--- src/hw/rtl/dti_pkg.sv ---
// Shared types and constants for the drag table interpolator.
`default_nettype none

package dti_pkg;

  localparam int MACH_W = 16;
  localparam int COEF_W = 16;
  localparam int INDEX_W = 7;
  localparam int LEN_W = 8;
  localparam int PROD_W = MACH_W + COEF_W;
  localparam int IN_DATA_W = 56;

  localparam logic REQ_LOAD = 1'b0;
  localparam logic REQ_QUERY = 1'b1;

  typedef struct packed {
    logic [MACH_W-1:0] mach;
    logic [COEF_W-1:0] coef;
  } point_t;

  typedef struct packed {
    logic shift;
    logic write;
  } cell_ctl_t;

endpackage

`default_nettype wire

--- src/hw/rtl/dti_div.sv ---
// Restoring divider, one quotient bit per cycle.
`default_nettype none

module dti_div (
  input  wire logic                         clk,
  input  wire logic                         rst,
  input  wire logic                         start,
  input  wire logic [dti_pkg::PROD_W-1:0]   dividend,
  input  wire logic [dti_pkg::MACH_W-1:0]   divisor,
  output logic                              done,
  output logic [dti_pkg::PROD_W-1:0]        quotient
);

  localparam int CNT_W = $clog2(dti_pkg::PROD_W + 1);

  logic                         busy;
  logic [CNT_W-1:0]             count;
  logic [dti_pkg::MACH_W:0]     rem;
  logic [dti_pkg::MACH_W-1:0]   dsr;
  logic [dti_pkg::MACH_W:0]     rem_sh;
  logic                         fits;

  assign rem_sh = {rem[dti_pkg::MACH_W-1:0], quotient[dti_pkg::PROD_W-1]};
  assign fits = rem_sh >= {1'b0, dsr};

  always_ff @(posedge clk) begin
    if (rst) begin
      busy <= 1'b0;
      done <= 1'b0;
      count <= '0;
    end else begin
      done <= 1'b0;
      if (start) begin
        busy <= 1'b1;
        count <= CNT_W'(dti_pkg::PROD_W);
      end else if (busy) begin
        count <= count - 1'b1;
        if (count == CNT_W'(1)) begin
          busy <= 1'b0;
          done <= 1'b1;
        end
      end
    end
  end

  always_ff @(posedge clk) begin
    if (start) begin
      quotient <= dividend;
      dsr <= divisor;
      rem <= '0;
    end else if (busy) begin
      rem <= fits ? (rem_sh - {1'b0, dsr}) : rem_sh;
      quotient <= {quotient[dti_pkg::PROD_W-2:0], fits};
    end
  end

endmodule

`default_nettype wire

--- config.mk ---
export PLATFORM = sky130hd
export DESIGN_NAME = dti_div
export DESIGN_NICKNAME = d
export VERILOG_FILES = /design/src/hw/rtl/dti_pkg.sv /design/src/hw/rtl/dti_div.sv
export SDC_FILE = /design/constraint.sdc
export NUM_CORES = 1
export LEC_CHECK = 0
export BUFFER_PORTS_ARGS = -buffer_cell sky130_fd_sc_hd__buf_4
export CAP_MARGIN = 5
export CORE_ASPECT_RATIO = 1.25
export CORE_MARGIN = 2
export CORE_UTILIZATION = 58
export CTS_BUF_LIST = sky130_fd_sc_hd__clkbuf_16
export CTS_CLUSTER_SIZE = 16
export DETAILED_ROUTE_END_ITERATION = 6
export GPL_TIMING_DRIVEN = 1
export PLACE_DENSITY_LB_ADDON = 0.08
export SYNTH_ARGS = -nofsm -noshare
export SYNTH_HDL_FRONTEND = slang
export SYNTH_SLANG_ARGS = --single-unit
--- constraint.sdc ---
create_clock -name clk -period 4.2 [get_ports clk]
set_input_delay 0.42 -clock clk [delete_from_list [all_inputs] [get_ports clk]]
set_output_delay 0.42 -clock clk [all_outputs]
set_load 0.005 [all_outputs]
After elaboration in Yosys (flattened, before gate mapping):

Cells that the tools add are included.

* $add $sub $neg: 2
* $mul: 0
* div/mod/pow operators: 0
* $lt $le $gt $ge: 1
* equal/unequal tests: 1
* shifts and indexed selects: 0
* mux-type cells: 9
* bitwise logic cells: 1
* reduce and logical (&&, ||, !) cells: 3

Operators by type and width (count)
* $mux 32: 2
* $ge 17x16->1: 1
* $mux 16: 1
* $sub 16x16->16: 1
* $mux 6: 2
* $eq 6x1->1 const B: 1
* $sub 6x1->6 const B: 1
* $mux 1: 4
* $reduce_or 3->1: 1
* $reduce_bool 2->1: 1
* $reduce_or 2->1: 1
* $not 1->1: 1

* register bits: 72
* bits in latches: 0
* memory bits (writable): 0
* bits in read-only memories: 0
* bits of input ports: 51
* output and inout bits: 33
* word-level logic and storage cells: 24
* memories: 0

Longest topological paths before layout:

* word-level depth: 4
* mapped depth: 11

Worst setup path after synthesis:

Ideal clock, no wire load.

* path type: register to register
* start point: register dsr[1] (netlist bit)
* end point: register rem[1] (netlist bit)
* data arrival time: 2193 ps
* path slack: 1933 ps
* stages on the path, launching flop included: 11
* path buffers: 1
* cells stage by stage: edfxtp_1 > inv_1 > ha_1 > nor2b_1 > o2111ai_1 > a211oi_2 > o31ai_4 > and2_4 > buf_6 > mux2_2 > o22ai_1

* word-level cells in the longest chain between the ends: 2
* elaborated cells between the ends (all ways): 3
* those cells by class: add/sub (1); order compare (1); mux (1)

Ends and longest elaborated chain
* from (decl): RTL line dti_div.sv:19 `logic [dti_pkg::MACH_W-1:0] dsr;`
* from (signal assigned): RTL line dti_div.sv:49 `dsr <= divisor;`
* $sub 16x16->16 or $ge 17x16->1 (tied branches): RTL line dti_div.sv:52, dti_div.sv:24
* $mux 16 (*): RTL line dti_div.sv:52 `rem <= fits ? (rem_sh - {1'b0, dsr}) : rem_sh;`
* to (signal assigned): RTL line dti_div.sv:52
* to (decl): RTL line dti_div.sv:18 `logic [dti_pkg::MACH_W:0] rem;`

Mark *: on every way between the ends. The rest lies on a longest branch, timed or not.
A chain may end at the register's enable or synchronous reset.

Worst setup path after layout:

Ends and elaborated chain as after synthesis.

==> results_dict.tcl <==
set metrics [dict create \
    status "completed" \
    path_cells "inv_1 > ha_1 > nor2b_1 > o2111ai_1 > a211oi_2 > o31ai_4 > and2_4 > mux2_2 > o22ai_1" \
    post_synth.cell_area_avg_um2 11.3 \
    fin_crit_sh_pct 59.2 \
    via_count_of_the_first_global_routing_pass 2707 \
    swShare_pct 25.6 \
    gp_congestion 0.951 \
    ys_dominant_reg_cell "sky130_fd_sc_hd__edfxtp_1" \
    leakage_power_summed_over_all_cells_uw 0.00202 \
    grt_pass1_wl_mm 12.3 \
    min_path_cells 2 \
    area_growth_syn_to_layout_pct 26.6 \
    top_level_ports 84 \
    skew_ps 6.20 \
    antenna_diode_count 0 \
    clockBufferDepth 2 \
    setup_viol 0 \
    yosysSeqAreaShare_pct 51.3 \
    worst_setup_path_start_kind "register" \
    postSynthRegisterBits 72 \
    crit_path_max_delay_cell_type "sky130_fd_sc_hd__edfxtp_1" \
    clock_power_share_pct 38.5 \
    route.antenna.remaining_nets 0 \
    fp.dieW_um 75.9 \
    initial_drt_pass_iterations 4 \
    p_switching_uw 540 \
    min_period_ps 2490 \
    top_post_synthesis_cells_by_area "sky130_fd_sc_hd__edfxtp_1, sky130_fd_sc_hd__dfxtp_1, sky130_fd_sc_hd__mux2_2" \
    regToRegSetupSlack_ps 1710 \
    floorplan.core_area_um2 6210 \
    critical_path_peak_fanout 20 \
    drt-wirelength-per-cell_um 15.0 \
    cts_inserted_buffers 9 \
    worst_ep_required_time_ps 4450 \
    asyncSetResetFlopFracSynth_pct 0 \
    synth_area_leader_cell "sky130_fd_sc_hd__edfxtp_1" \
    max_slew.worst_pin.slew_ps 870 \
    cp_slowest_stage_delay_ps 410 \
    cts_tree "yes" \
    die_area_um2 7120 \
    synth_top_area_share_pct 38.5 \
    wl_mm 7.53 \
    cts-hold-fix-buffers 0 \
    drv_cap 0 \
    htree_levels 3 \
    pwr-share-comb_pct 19.9 \
    die_h_um 93.8 \
    grt_antenna_before_repair 0 \
    final_layout_net_count 483 \
    max_slew_margin_pct 41.9 \
    site_rows 32 \
    maximum_number_of_pins_on_one_net_before_global_route_repair 47 \
    critical_path.endpoint_type "register" \
    cts-root-buf "sky130_fd_sc_hd__clkbuf_16" \
    via_per_inst 5.47 \
    fmax_mhz 402 \
    min_delay_worst_endpoint "busy" \
    port_buffers 83 \
    post_synth_inst_count 331 \
    worstHoldStart "rst" \
    syn_nets 401 \
    total_power_uw 2110 \
    critPathArrivalTime_ps 2740 \
    synth_enable_flop_cells 48 \
    dp_cells 487 \
    critical_path_class "reg -> reg" \
    min_delay_worst_type "in -> reg" \
    slew_viol_final 0 \
    routed-via-count 2749 \
    cts_repair_resize_count 0 \
    worst_setup_hold_path_clk_slew_ps 60 \
    worstRegToRegCells 9 \
    layout-drive-gt1-share_pct 33.3 \
    drcViolationCount 0 \
    max_rail_drop_vdd_mv 0.296 \
    p_per_area_nw_per_um2 445 \
    grt_remaining_overflow 0 \
    synthesis.area_um2 3740 \
    reg2reg_from "dsr[1]" \
    yosysUniqueCellTypes 47 \
    hold_violations 0 \
    numClockSinks 72 \
    start_util_pct 60.3 \
    setup_repair_after_global_routing_missed_its_margin "false" \
    clk-insertion-delay-late_ps 330 \
    final_cells 503 \
    setup-tns-final_ps 0 \
    cts_setup_buffers 0 \
    drtIter0Drc 159 \
    place_hpwl_mm 5.23 \
    reg2reg_to "rem[1]" \
    seq_power_share_pct 41.6 \
    grtUsageTotal_pct 23.0 \
    yosys_warnings 0 \
    p_int_uw 1570 \
]
state kept, by name, indices dropped and copies added, names as in the netlist:
signal and flops:
count 6, done 1, rem 16, quotient 32, busy 1, dsr 16
cells in the final DEF (no fill, tap or decap), drive strengths merged, types with 2 or more instances in the layout:
cell type	instances
nor3	5
xor2	5
o21a	2
o221ai	2
mux2	32
nand3	2
and2	2
nand2	21
o2111ai	2
o211ai	2
a21o	4
nor4	2
ha	18
a211oi	12
xnor2	11
edfxtp	48
dfxtp	24
or2	4
buf	85
clkbuf	9
nand2b	3
mux2i	9
inv	27
a21oi	18
bufinv	2
nor3b	4
nand4	3
nor2	32
o21ai	10
nor2b	2
worst max path at each step:
stage	from	end	cells after the start
final	dsr[1]	rem[1]	9
after global routing	dsr[6]	rem[1]	9
after CTS	dsr[1]	rem[1]	9
after detailed placement	dsr[1]	rem[1]	9
after global placement	dsr[1]	rem[1]	9
after floorplan	dsr[1]	rem[1]	10
final cells by class:
class,instances,area [um2]
multi-input combinational,221,1660
clock buffer,9,225
sequential,72,1920
timing repair buffer,85,638
clock inverter,7,93.8
inverter,24,90.1
tap,85,106
fill,427,1470
cell usage after synthesis, types with 2 or more instances:
cell type                    n
sky130_fd_sc_hd__clkbuf_1   11
sky130_fd_sc_hd__o211ai_1    2
sky130_fd_sc_hd__a21oi_1    18
sky130_fd_sc_hd__edfxtp_1   48
sky130_fd_sc_hd__nor3b_1     4
sky130_fd_sc_hd__nand3_1     2
sky130_fd_sc_hd__xnor2_1    11
sky130_fd_sc_hd__or2_2       2
sky130_fd_sc_hd__o21a_1      2
sky130_fd_sc_hd__dfxtp_1    24
sky130_fd_sc_hd__o21ai_0    10
sky130_fd_sc_hd__o221ai_1    2
sky130_fd_sc_hd__a21o_1      4
sky130_fd_sc_hd__o2111ai_1   2
sky130_fd_sc_hd__nor3_1      5
sky130_fd_sc_hd__or2_1       2
sky130_fd_sc_hd__mux2i_1     9
sky130_fd_sc_hd__mux2_2     32
sky130_fd_sc_hd__buf_6       2
sky130_fd_sc_hd__nor4_1      2
sky130_fd_sc_hd__nand4_1     3
sky130_fd_sc_hd__xor2_1      5
sky130_fd_sc_hd__ha_1       18
sky130_fd_sc_hd__nor2b_1     2
sky130_fd_sc_hd__nand2_1    21
sky130_fd_sc_hd__nor2_1     32
sky130_fd_sc_hd__nand2b_1    3
sky130_fd_sc_hd__a211oi_1   11
sky130_fd_sc_hd__inv_1      24
through the flow:
| step | hold WS, ps | area [um2] | utilization, % | worst slack (ps) |
|---|---|---|---|---|
| 2_1_floorplan | 463 | 3740 | - | 1930 |
| 5_1_grt | 249 | 4740 | 76.4 | 1510 |
| 6_report | 256 | 4740 | 76.4 | 1710 |
| 3_3_place_gp | 474 | 4420 | 71.2 | 1790 |
| 3_5_place_dp | 493 | 4420 | 71.2 | 1720 |
| 4_1_cts | 249 | 4740 | 76.4 | 1710 |
metal layers:
layer | part of all wire [%] | vias up | GRT usage [%]
met5 | 0 | - | 0
met4 | 1.6 | 0 | 8.77
met3 | 7.4 | 12 | 8.80
met2 | 48 | 79 | 36.1
met1 | 43 | 1297 | 28.4
li1 | - | 1361 | -
worst max-delay path, delay by kind of cell, from the launching register on:
| kind | cells | cell delay, ps |
|---|---|---|
| AO/OA/AOI/OAI | 4 | 830 |
| AND/OR/NAND/NOR | 2 | 500 |
| flip-flops | 1 | 410 |
| multiplexers | 1 | 370 |
| adder cells (fa/ha/maj) | 1 | 230 |
| buffers and inverters | 1 | 80 |
cells by family (layout without fill, tap and decap cells):
kind of cell / after synthesis / count (layout) / synth area share [%]
buffers and inverters: 38 / 125 / 4.24
DFF: 72 / 72 / 51.3
muxes: 41 / 41 / 12.0
adders and majority gates: 19 / 19 / 6.55
and+or+nand+nor: 83 / 83 / 10.4
AOI/OAI and AO/OA: 62 / 62 / 11.7
xor gates and xnor gates: 16 / 16 / 3.74
power by group through the flow:
| stage | Sequential [uW] | Combinational (uW) | Clock (uW) |
|---|---|---|---|
| after floorplan | 880 | 284 | 0 |
| after global placement | 887 | 410 | 0 |
| after detailed placement | 888 | 416 | 0 |
| after CTS | 876 | 421 | 827 |
| after global routing | 886 | 464 | 853 |
| final | 876 | 420 | 812 |
Note: power is estimated with default switching activity, not from simulation.
