--- src/hw/rtl/dti_pkg.sv ---
// Shared types and constants for the drag table interpolator.
`default_nettype none

package dti_pkg;

  localparam int MACH_W = 16;
  localparam int COEF_W = 16;
  localparam int INDEX_W = 7;
  localparam int LEN_W = 8;
  localparam int PROD_W = MACH_W + COEF_W;
  localparam int IN_DATA_W = 56;

  localparam logic REQ_LOAD = 1'b0;
  localparam logic REQ_QUERY = 1'b1;

  typedef struct packed {
    logic [MACH_W-1:0] mach;
    logic [COEF_W-1:0] coef;
  } point_t;

  typedef struct packed {
    logic shift;
    logic write;
  } cell_ctl_t;

endpackage

`default_nettype wire

--- src/hw/rtl/dti_cell.sv ---
// One table cell: holds a point, loads it by index and hands it to its neighbor on shift.
`default_nettype none

module dti_cell (
  input  wire logic            clk,
  input  wire dti_pkg::cell_ctl_t ctl,
  input  wire dti_pkg::point_t wdata,
  input  wire dti_pkg::point_t nbr,
  output dti_pkg::point_t      pt
);

  always_ff @(posedge clk) begin
    if (ctl.write) begin
      pt <= wdata;
    end else if (ctl.shift) begin
      pt <= nbr;
    end
  end

endmodule

`default_nettype wire

--- config.mk ---
export PLATFORM = sky130hd
export DESIGN_NAME = dti_cell
export DESIGN_NICKNAME = d
export VERILOG_FILES = /design/src/hw/rtl/dti_pkg.sv /design/src/hw/rtl/dti_cell.sv
export SDC_FILE = /design/constraint.sdc
export NUM_CORES = 1
export LEC_CHECK = 0
export ABC_AREA = 1
export BUFFER_PORTS_ARGS = -buffer_cell sky130_fd_sc_hd__buf_2
export CORE_AREA = 2 2 86 80
export DETAILED_ROUTE_END_ITERATION = 10
export DIE_AREA = 0 0 88 82
export GPL_ROUTABILITY_DRIVEN = 0
export GPL_TIMING_DRIVEN = 0
export PLACE_DENSITY = 0.55
export SLEW_MARGIN = 0
export SYNTH_ARGS = -nofsm -noshare
export SYNTH_HDL_FRONTEND = slang
export SYNTH_SLANG_ARGS = --single-unit
--- constraint.sdc ---
create_clock -name clk -period 1.2 [get_ports clk]
set_input_delay 0.24 -clock clk [delete_from_list [all_inputs] [get_ports clk]]
set_output_delay 0.24 -clock clk [all_outputs]
set_load 0.05 [all_outputs]
After elaboration in Yosys (flattened, before gate mapping):

Cells that the tools add are included.
Widths: inputs -> output; s select.

* multiplexer cells: 2
* reductions and logical operators: 1

Operator list (number)
* $mux 32: 2
* $reduce_bool 2->1: 1

* word-level logic and storage cells: 5
* input bits: 67
* register bits: 32

Depth between registers and ports, before layout:

Gate-level depths: netlist of run 1.

* depth in word-level cells: 2
* mapped depth: 5
* depth with buffers taken out: 3

Worst setup path before layout of run 1:

OpenSTA, ideal clock, no wires.

* path type: in2reg
* from: in ctl[0] in the netlist's numbering
* to: reg pt[0] in the netlist's numbering, enable pin
* data arrival time: 0.871 ns
* stages on the path: 2
* path buffers: 1
* setup slack: 0.000 ns
* required time: 0.871 ns
* cells stage by stage: buf_6 -> or2_2

* longest elaborated chain between the ends: 1

RTL lines
* start, declared: line dti_cell.sv:6 `input wire dti_pkg::cell_ctl_t ctl,`
* $reduce_bool 2->1 (no line)
* end signal, assigned: line dti_cell.sv:14 `pt <= wdata;`
* end signal, assigned: line dti_cell.sv:16 `pt <= nbr;`
* end, declared: line dti_cell.sv:9 `output dti_pkg::point_t pt`

Every way passes these cells.
A chain may end at the register's enable or synchronous reset.

Final worst setup path of run 1:

* from: reg pt[7] in the netlist's numbering
* to: out pt[7] in the netlist's numbering

No word-level cell between the ends.

==> summary.md, run 1 <==
| Metric | Value |
|---|---|
| Largest stage delay, worst path | 0.37 ns |
| CTS sink cnt | 32 |
| Final nets | between 300 and 400 |
| Number of buffers created by CTS | 5 |
| Synth top area cells | edfxtp_1, nand2_1, buf_6 |
| Diode count | 0 |
| Initial Utilization | 0.221 |
| Setup-failing EPs final | 0 |
| # hold bufs at CTS | 0 |
| Worst setup SP type | register |
| Slew headroom | 0.703 |
| TritonCTS clock tree | done |
| Clock Pin Slew Worst Setup and Hold Paths | 0.07 ns |
| DRC violations left | 0 |
| Share of the synthesized area in the top cell type | 0.686 |
| Ys async rst share | 0 |
| Synth-to-Final Area Change | 50.5% |
| Synth Flop Type | edfxtp_1 |
| Biggest regs | pt: 32 flops |
| Power density over the cells | between 1500 and 2000 mW/mm2 |
| First-pass DRT Iterations | 2 |
| Crit path max-delay family | flip-flops |
| Die Area | 0.00722 mm2 |
| Number of I/O pins | between 90 and 100 |
| Post-Route WL | 3590 um |
| Slew Limit Fails | 0 |
| Status | finished clean |
| Slowest library cell on the worst path | edfxtp_1 |
| Global-route wire length before repair | 5550 um |
| Total congestion overflow | 0 |
| Post_cts resized | 0 |
| Tcrit/Tclk final | 0.933 |
| Max-cap check violation count | 0 |
| Drt initial violations | 22 |
| P_leak | ~1.1 nW |
| Share of layout cells above drive strength 1 | 0.467 |
| Post-route ant nets | 0 |
| CTS Buffer Depth | 2 |
| Yosys reg bits | 32 |
| Area leader, netlist | edfxtp_1 |
| Post-CTS setup buffer count | 0 |
| Via count | between 1k and 1.5k |
| Worst Path Arrival | a little under 0.9 ns |
| Distinct cells, synth | 6 |
| Die Ht | slightly above 80 um |
| Max reg flops | 32 |
| Critical path, cell by cell | buf_2 |
| Wire per inst | approximately 11 um |
| Net count after synthesis | ~200 |
| Critical path origin | pt[7]$_DFFE_PP_ |
| CP max FO | 1 |
| Min cycle time layout | approximately 1.1 ns |
| Hold WS | roughly 0.21 ns |
| Worst-Margin Slew | ~0.45 ns |
| Worst setup path end | pt[7] |
| Syn Std Cell Area | between 0.001 and 0.0015 mm2 |
| Post-Synthesis Cells | around 140 |
| Commonest cells in the netlist | nand2_1, edfxtp_1, buf_6 |
| Crit path buf inv count | 1 |
| Most common cell in the synthesized netlist | nand2_1 |
| Vias/cell | about 3.7 |
| Peak supply drop | 0.450 mV |
| Yosys warnings | 0 |
| Seq/Total Area, Yosys | 0.686 |
| Placed inst area | between 0.002 and 0.0025 mm2 |
| CP Depth | 1 |
| HP Class | in -> reg |
| Row count | 28 |
| Crit. End Element | output pin |
| Buffers added on ports | between 90 and 100 |
| Post-route cell area | 0.00211 mm2 |
| Peak Freq | approximately 890 MHz |
| CTS root buffer | clkbuf_8 |
| Gr usage total | 0.104 |
| CP Class | reg -> out |
| Pin count of the biggest net entering global routing | 33 |
| Vias in the first global route | about 1.2k |
| Initial antenna violation count | 0 |
| Die extent in x | between 80 and 90 um |
| Synthesized area per cell | roughly 10 um2 |
| Final worst slack | 0.0802 ns |
| Final hold vios | 0 |
| Pre-CTS WS | around 0.024 ns |
| H-tree depth | 2 |
| Dpl hpwl | 2680 um |
| RSZ-0062 raised after global routing | false |
| Final setup TNS | 0 ns |
| Pwr Total | ~3.2 mW |
| Largest Register | pt |
| Req. time, crit path | approximately 0.96 ns |
| Post-synth EDFFs | 32 |
| Core area | about 0.0063 mm2 |
[routing by layer]
metal  vias to the layer above  global-route usage  wire (um)
li1                        645                   -          -
met2                        53               0.184       1750
met5                         -                   0          0
met1                       530               0.108       1500
met4                         0              0.0369         43
met3                         6              0.0472        295
[worst min-delay path by stage]
stage,depth (start not counted),from,end
after CTS,3,nbr[0],pt[0]$_DFFE_PP_
after global placement,3,nbr[7],pt[7]$_DFFE_PP_
after floorplan,2,nbr[0],pt[0]$_DFFE_PP_
final,3,nbr[0],pt[0]$_DFFE_PP_
after detailed placement,3,nbr[0],pt[0]$_DFFE_PP_
after global routing,3,nbr[17],pt[17]$_DFFE_PP_
[cell usage in the layout, fill, tap and decap left out, drive strengths merged]
cell | Yosys | routed
nand2 | 96 | 96
or2 | 1 | 1
clkbuf | 0 | 6
clkinv | 0 | 1
bufinv | 0 | 1
inv | 1 | 1
edfxtp | 32 | 32
buf | 7 | 104
[logic make-up (layout without fill, tap and decap cells)]
group | after synthesis | count (layout) | synth area share
buffers and inverters | 8 | 113 | 0.0527
DFF | 32 | 32 | 0.686
and+or+nand+nor | 97 | 97 | 0.262
[per-stage QoR]
| stage | util | cells |
|---|---|---|
| after floorplan | - | 137 |
| after global placement | 0.316 | 324 |
| after detailed placement | 0.316 | 324 |
| after CTS | 0.333 | 332 |
| after global routing | 0.333 | 332 |
| final | 0.333 | 332 |
[power breakdown]
group	switching, mW	total, mW	internal (mW)
clock network	0.406	1.02	0.616
registers	0.0266	1.40	1.37
logic	0.606	0.819	0.212
[final cells by class]
cell class | instances | area [um2]
fill | 686 | 4230
sequential | 32 | 961
timing repair buffer | 97 | 485
multi-input combinational | 97 | 369
tap | 90 | 113
clock buffer | 6 | 72.6
buffer | 7 | 67.6
clock inverter | 2 | 35.0
inverter | 1 | 6.26
Note: power is estimated with default switching activity, not from simulation.
==> run 2: changes to the inputs <==
BUFFER_PORTS_ARGS = -buffer_cell sky130_fd_sc_hd__buf_4   (was -buffer_cell sky130_fd_sc_hd__buf_2)
==> summary.md, run 2 (synthesis results as in run 1) <==
| Metric | Value |
|---|---|
| HP Class | in -> reg |
| Initial Utilization | 0.221 (unchanged) |
| Crit path max-delay family | flip-flops |
| Non-filler cells, final | 332 (unchanged) |
| Via count | 1237 (+0.24%) |
| Largest stage delay, worst path | 0.38 ns (about the same) |
| Max reg flops | 32 (unchanged) |
| TritonCTS clock tree | done |
| Post-CTS setup buffer count | 0 (unchanged) |
| Filler cell count in the final layout | 657 (-4.2%) |
| Commonest non-fill, non-tap cell in the layout | buf_4 |
| Final setup TNS | 0 ns (unchanged) |
| Largest Register | pt |
| Share of layout cells above drive strength 1 | 0.463 (-0.00413) |
| Diode count | 0 (unchanged) |
| DRC violations left | 0 (unchanged) |
| RSZ-0062 raised after global routing | false |
| Crit. End Element | output pin |
| Placed cells | 324 (unchanged) |
| Peak supply drop | 0.433 mV (-3.6%) |
| Gr usage total | 0.100 (-0.00340) |
| Vias in the first global route | 1119 (-9.8%) |
| Max-cap check violation count | 0 (unchanged) |
| CTS sink cnt | 32 (unchanged) |
| Tcrit/Tclk final | 0.909 (-0.0243) |
| Vias/cell | 3.73 (+0.24%) |
| Final hold vios | 0 (unchanged) |
| Core area | 0.00634 mm2 (unchanged) |
| Die extent in x | 88 um (unchanged) |
| Critical path, cell by cell | buf_4 |
| Status | finished clean |
| Slowest library cell on the worst path | edfxtp_1 |
| CP max FO | 1 (unchanged) |
| Worst Path Arrival | 0.85 ns (-0.03 ns) |
| Global-route wire length before repair | 5420 um (-2.5%) |
| Slew headroom | 0.695 (-0.00788) |
| Pin count of the biggest net entering global routing | 33 (unchanged) |
| Multi-input logic area | 369 um2 (unchanged) |
| # hold bufs at CTS | 0 (unchanged) |
| Dpl hpwl | 2770 um (+3.4%) |
| P_leak | 1.18 nW (+7.3%) |
| Peak Freq | 917 MHz (+2.7%) |
| Biggest regs | pt: 32 flops |
| Pre-CTS WS | 0.0106 ns (-0.0130 ns) |
| Critical path origin | pt[27]$_DFFE_PP_ |
| Post_cts resized | 0 (unchanged) |
| CP Depth | 1 (unchanged) |
| Post-Route WL | 3710 um (+3.3%) |
| First-pass DRT Iterations | 4 (+2) |
| H-tree depth | 2 (unchanged) |
| CP Class | reg -> out |
| Buffers added on ports | 97 (unchanged) |
| Worst setup path end | pt[27] |
| Worst-Margin Slew | 0.457 ns (+0.0118 ns) |
| Setup-failing EPs final | 0 (unchanged) |
| CTS Buffer Depth | 2 (unchanged) |
| Row count | 28 (unchanged) |
| Die Ht | 82 um (unchanged) |
| Number of I/O pins | 99 (unchanged) |
| Wire per inst | 11.2 um (+3.3%) |
| Slew Limit Fails | 0 (unchanged) |
| Worst setup SP type | register |
| Post-route ant nets | 0 (unchanged) |
| Power density over the cells | 1420 mW/mm2 (-7.2%) |
| Die Area | 0.00722 mm2 (unchanged) |
| CTS root buffer | clkbuf_8 |
| Final nets | 308 (unchanged) |
| Initial antenna violation count | 0 (unchanged) |
| Commonest non-fill, non-tap cells in the layout | buf_4, nand2_1, edfxtp_1, clkbuf_8, buf_6 |
| Total congestion overflow | 0 (unchanged) |
| Drt initial violations | 19 (-14%) |
| Reg area | 961 um2 (unchanged) |
| Synth-to-Final Area Change | 67.8% |
| Min cycle time layout | 1.09 ns (-0.0292 ns) |
| Final worst slack | 0.109 ns (+0.0292 ns) |
| Clock Pin Slew Worst Setup and Hold Paths | 0.07 ns (about the same) |
| Number of buffers created by CTS | 5 (unchanged) |
| Crit path buf inv count | 1 (unchanged) |
| Req. time, crit path | 0.96 ns (about the same) |
[run 2: cell types whose count changed in the layout (fill, tap and decap cells not counted), sizes merged]
cell,change
clkbuf,-1
clkinv,+1
[run 2: cell type report]
class                      instances  area share
timing repair buffer              97       0.310
tap                               90      0.0479
clock inverter                     3      0.0160
multi-input combinational         97       0.157
buffer                             7      0.0287
clock buffer                       5      0.0293
sequential                        32       0.409
inverter                           1     0.00266
[run 2: worst min-delay path by stage]
stage                       start                to  slack, ns  cells past startpoint
after global routing      nbr[18]  pt[18]$_DFFE_PP_       0.21                      3
after global placement     nbr[7]   pt[7]$_DFFE_PP_       0.50                      3
after CTS                  nbr[2]   pt[2]$_DFFE_PP_       0.21                      3
final                      nbr[7]   pt[7]$_DFFE_PP_       0.22                      3
after detailed placement  nbr[17]  pt[17]$_DFFE_PP_       0.51                      3
after floorplan            nbr[0]   pt[0]$_DFFE_PP_       0.42                      2
[run 2: power breakdown]
part	internal, mW	leakage, nW	switching, mW	total (mW)
clock	0.604	0.0532	0.389	0.994
combinational	0.340	0.795	0.610	0.950
sequential	1.37	0.330	0.0319	1.40
total	2.32	1.18	1.03	3.35
[run 2: per-stage QoR]
step / total power, mW / area, um2 / hold WS (ns) / utilization
CTS: 3.41 / 2350 / 0.212 / 0.371
global placement: 2.38 / 2240 / 0.505 / 0.354
detailed placement: 2.39 / 2240 / 0.508 / 0.354
finish: 3.35 / 2350 / 0.221 / 0.371
global route: 3.51 / 2350 / 0.208 / 0.371
floorplan: 2.00 / 1400 / 0.419 / -
[run 2: per-layer routing]
metal | vias up | track usage | part of all wire
li1 | 642 | - | -
met1 | 542 | 0.116 | 0.41
met2 | 51 | 0.172 | 0.50
met3 | 2 | 0.0402 | 0.085
met4 | 0 | 0.0277 | 0.0035
met5 | - | 0 | 0
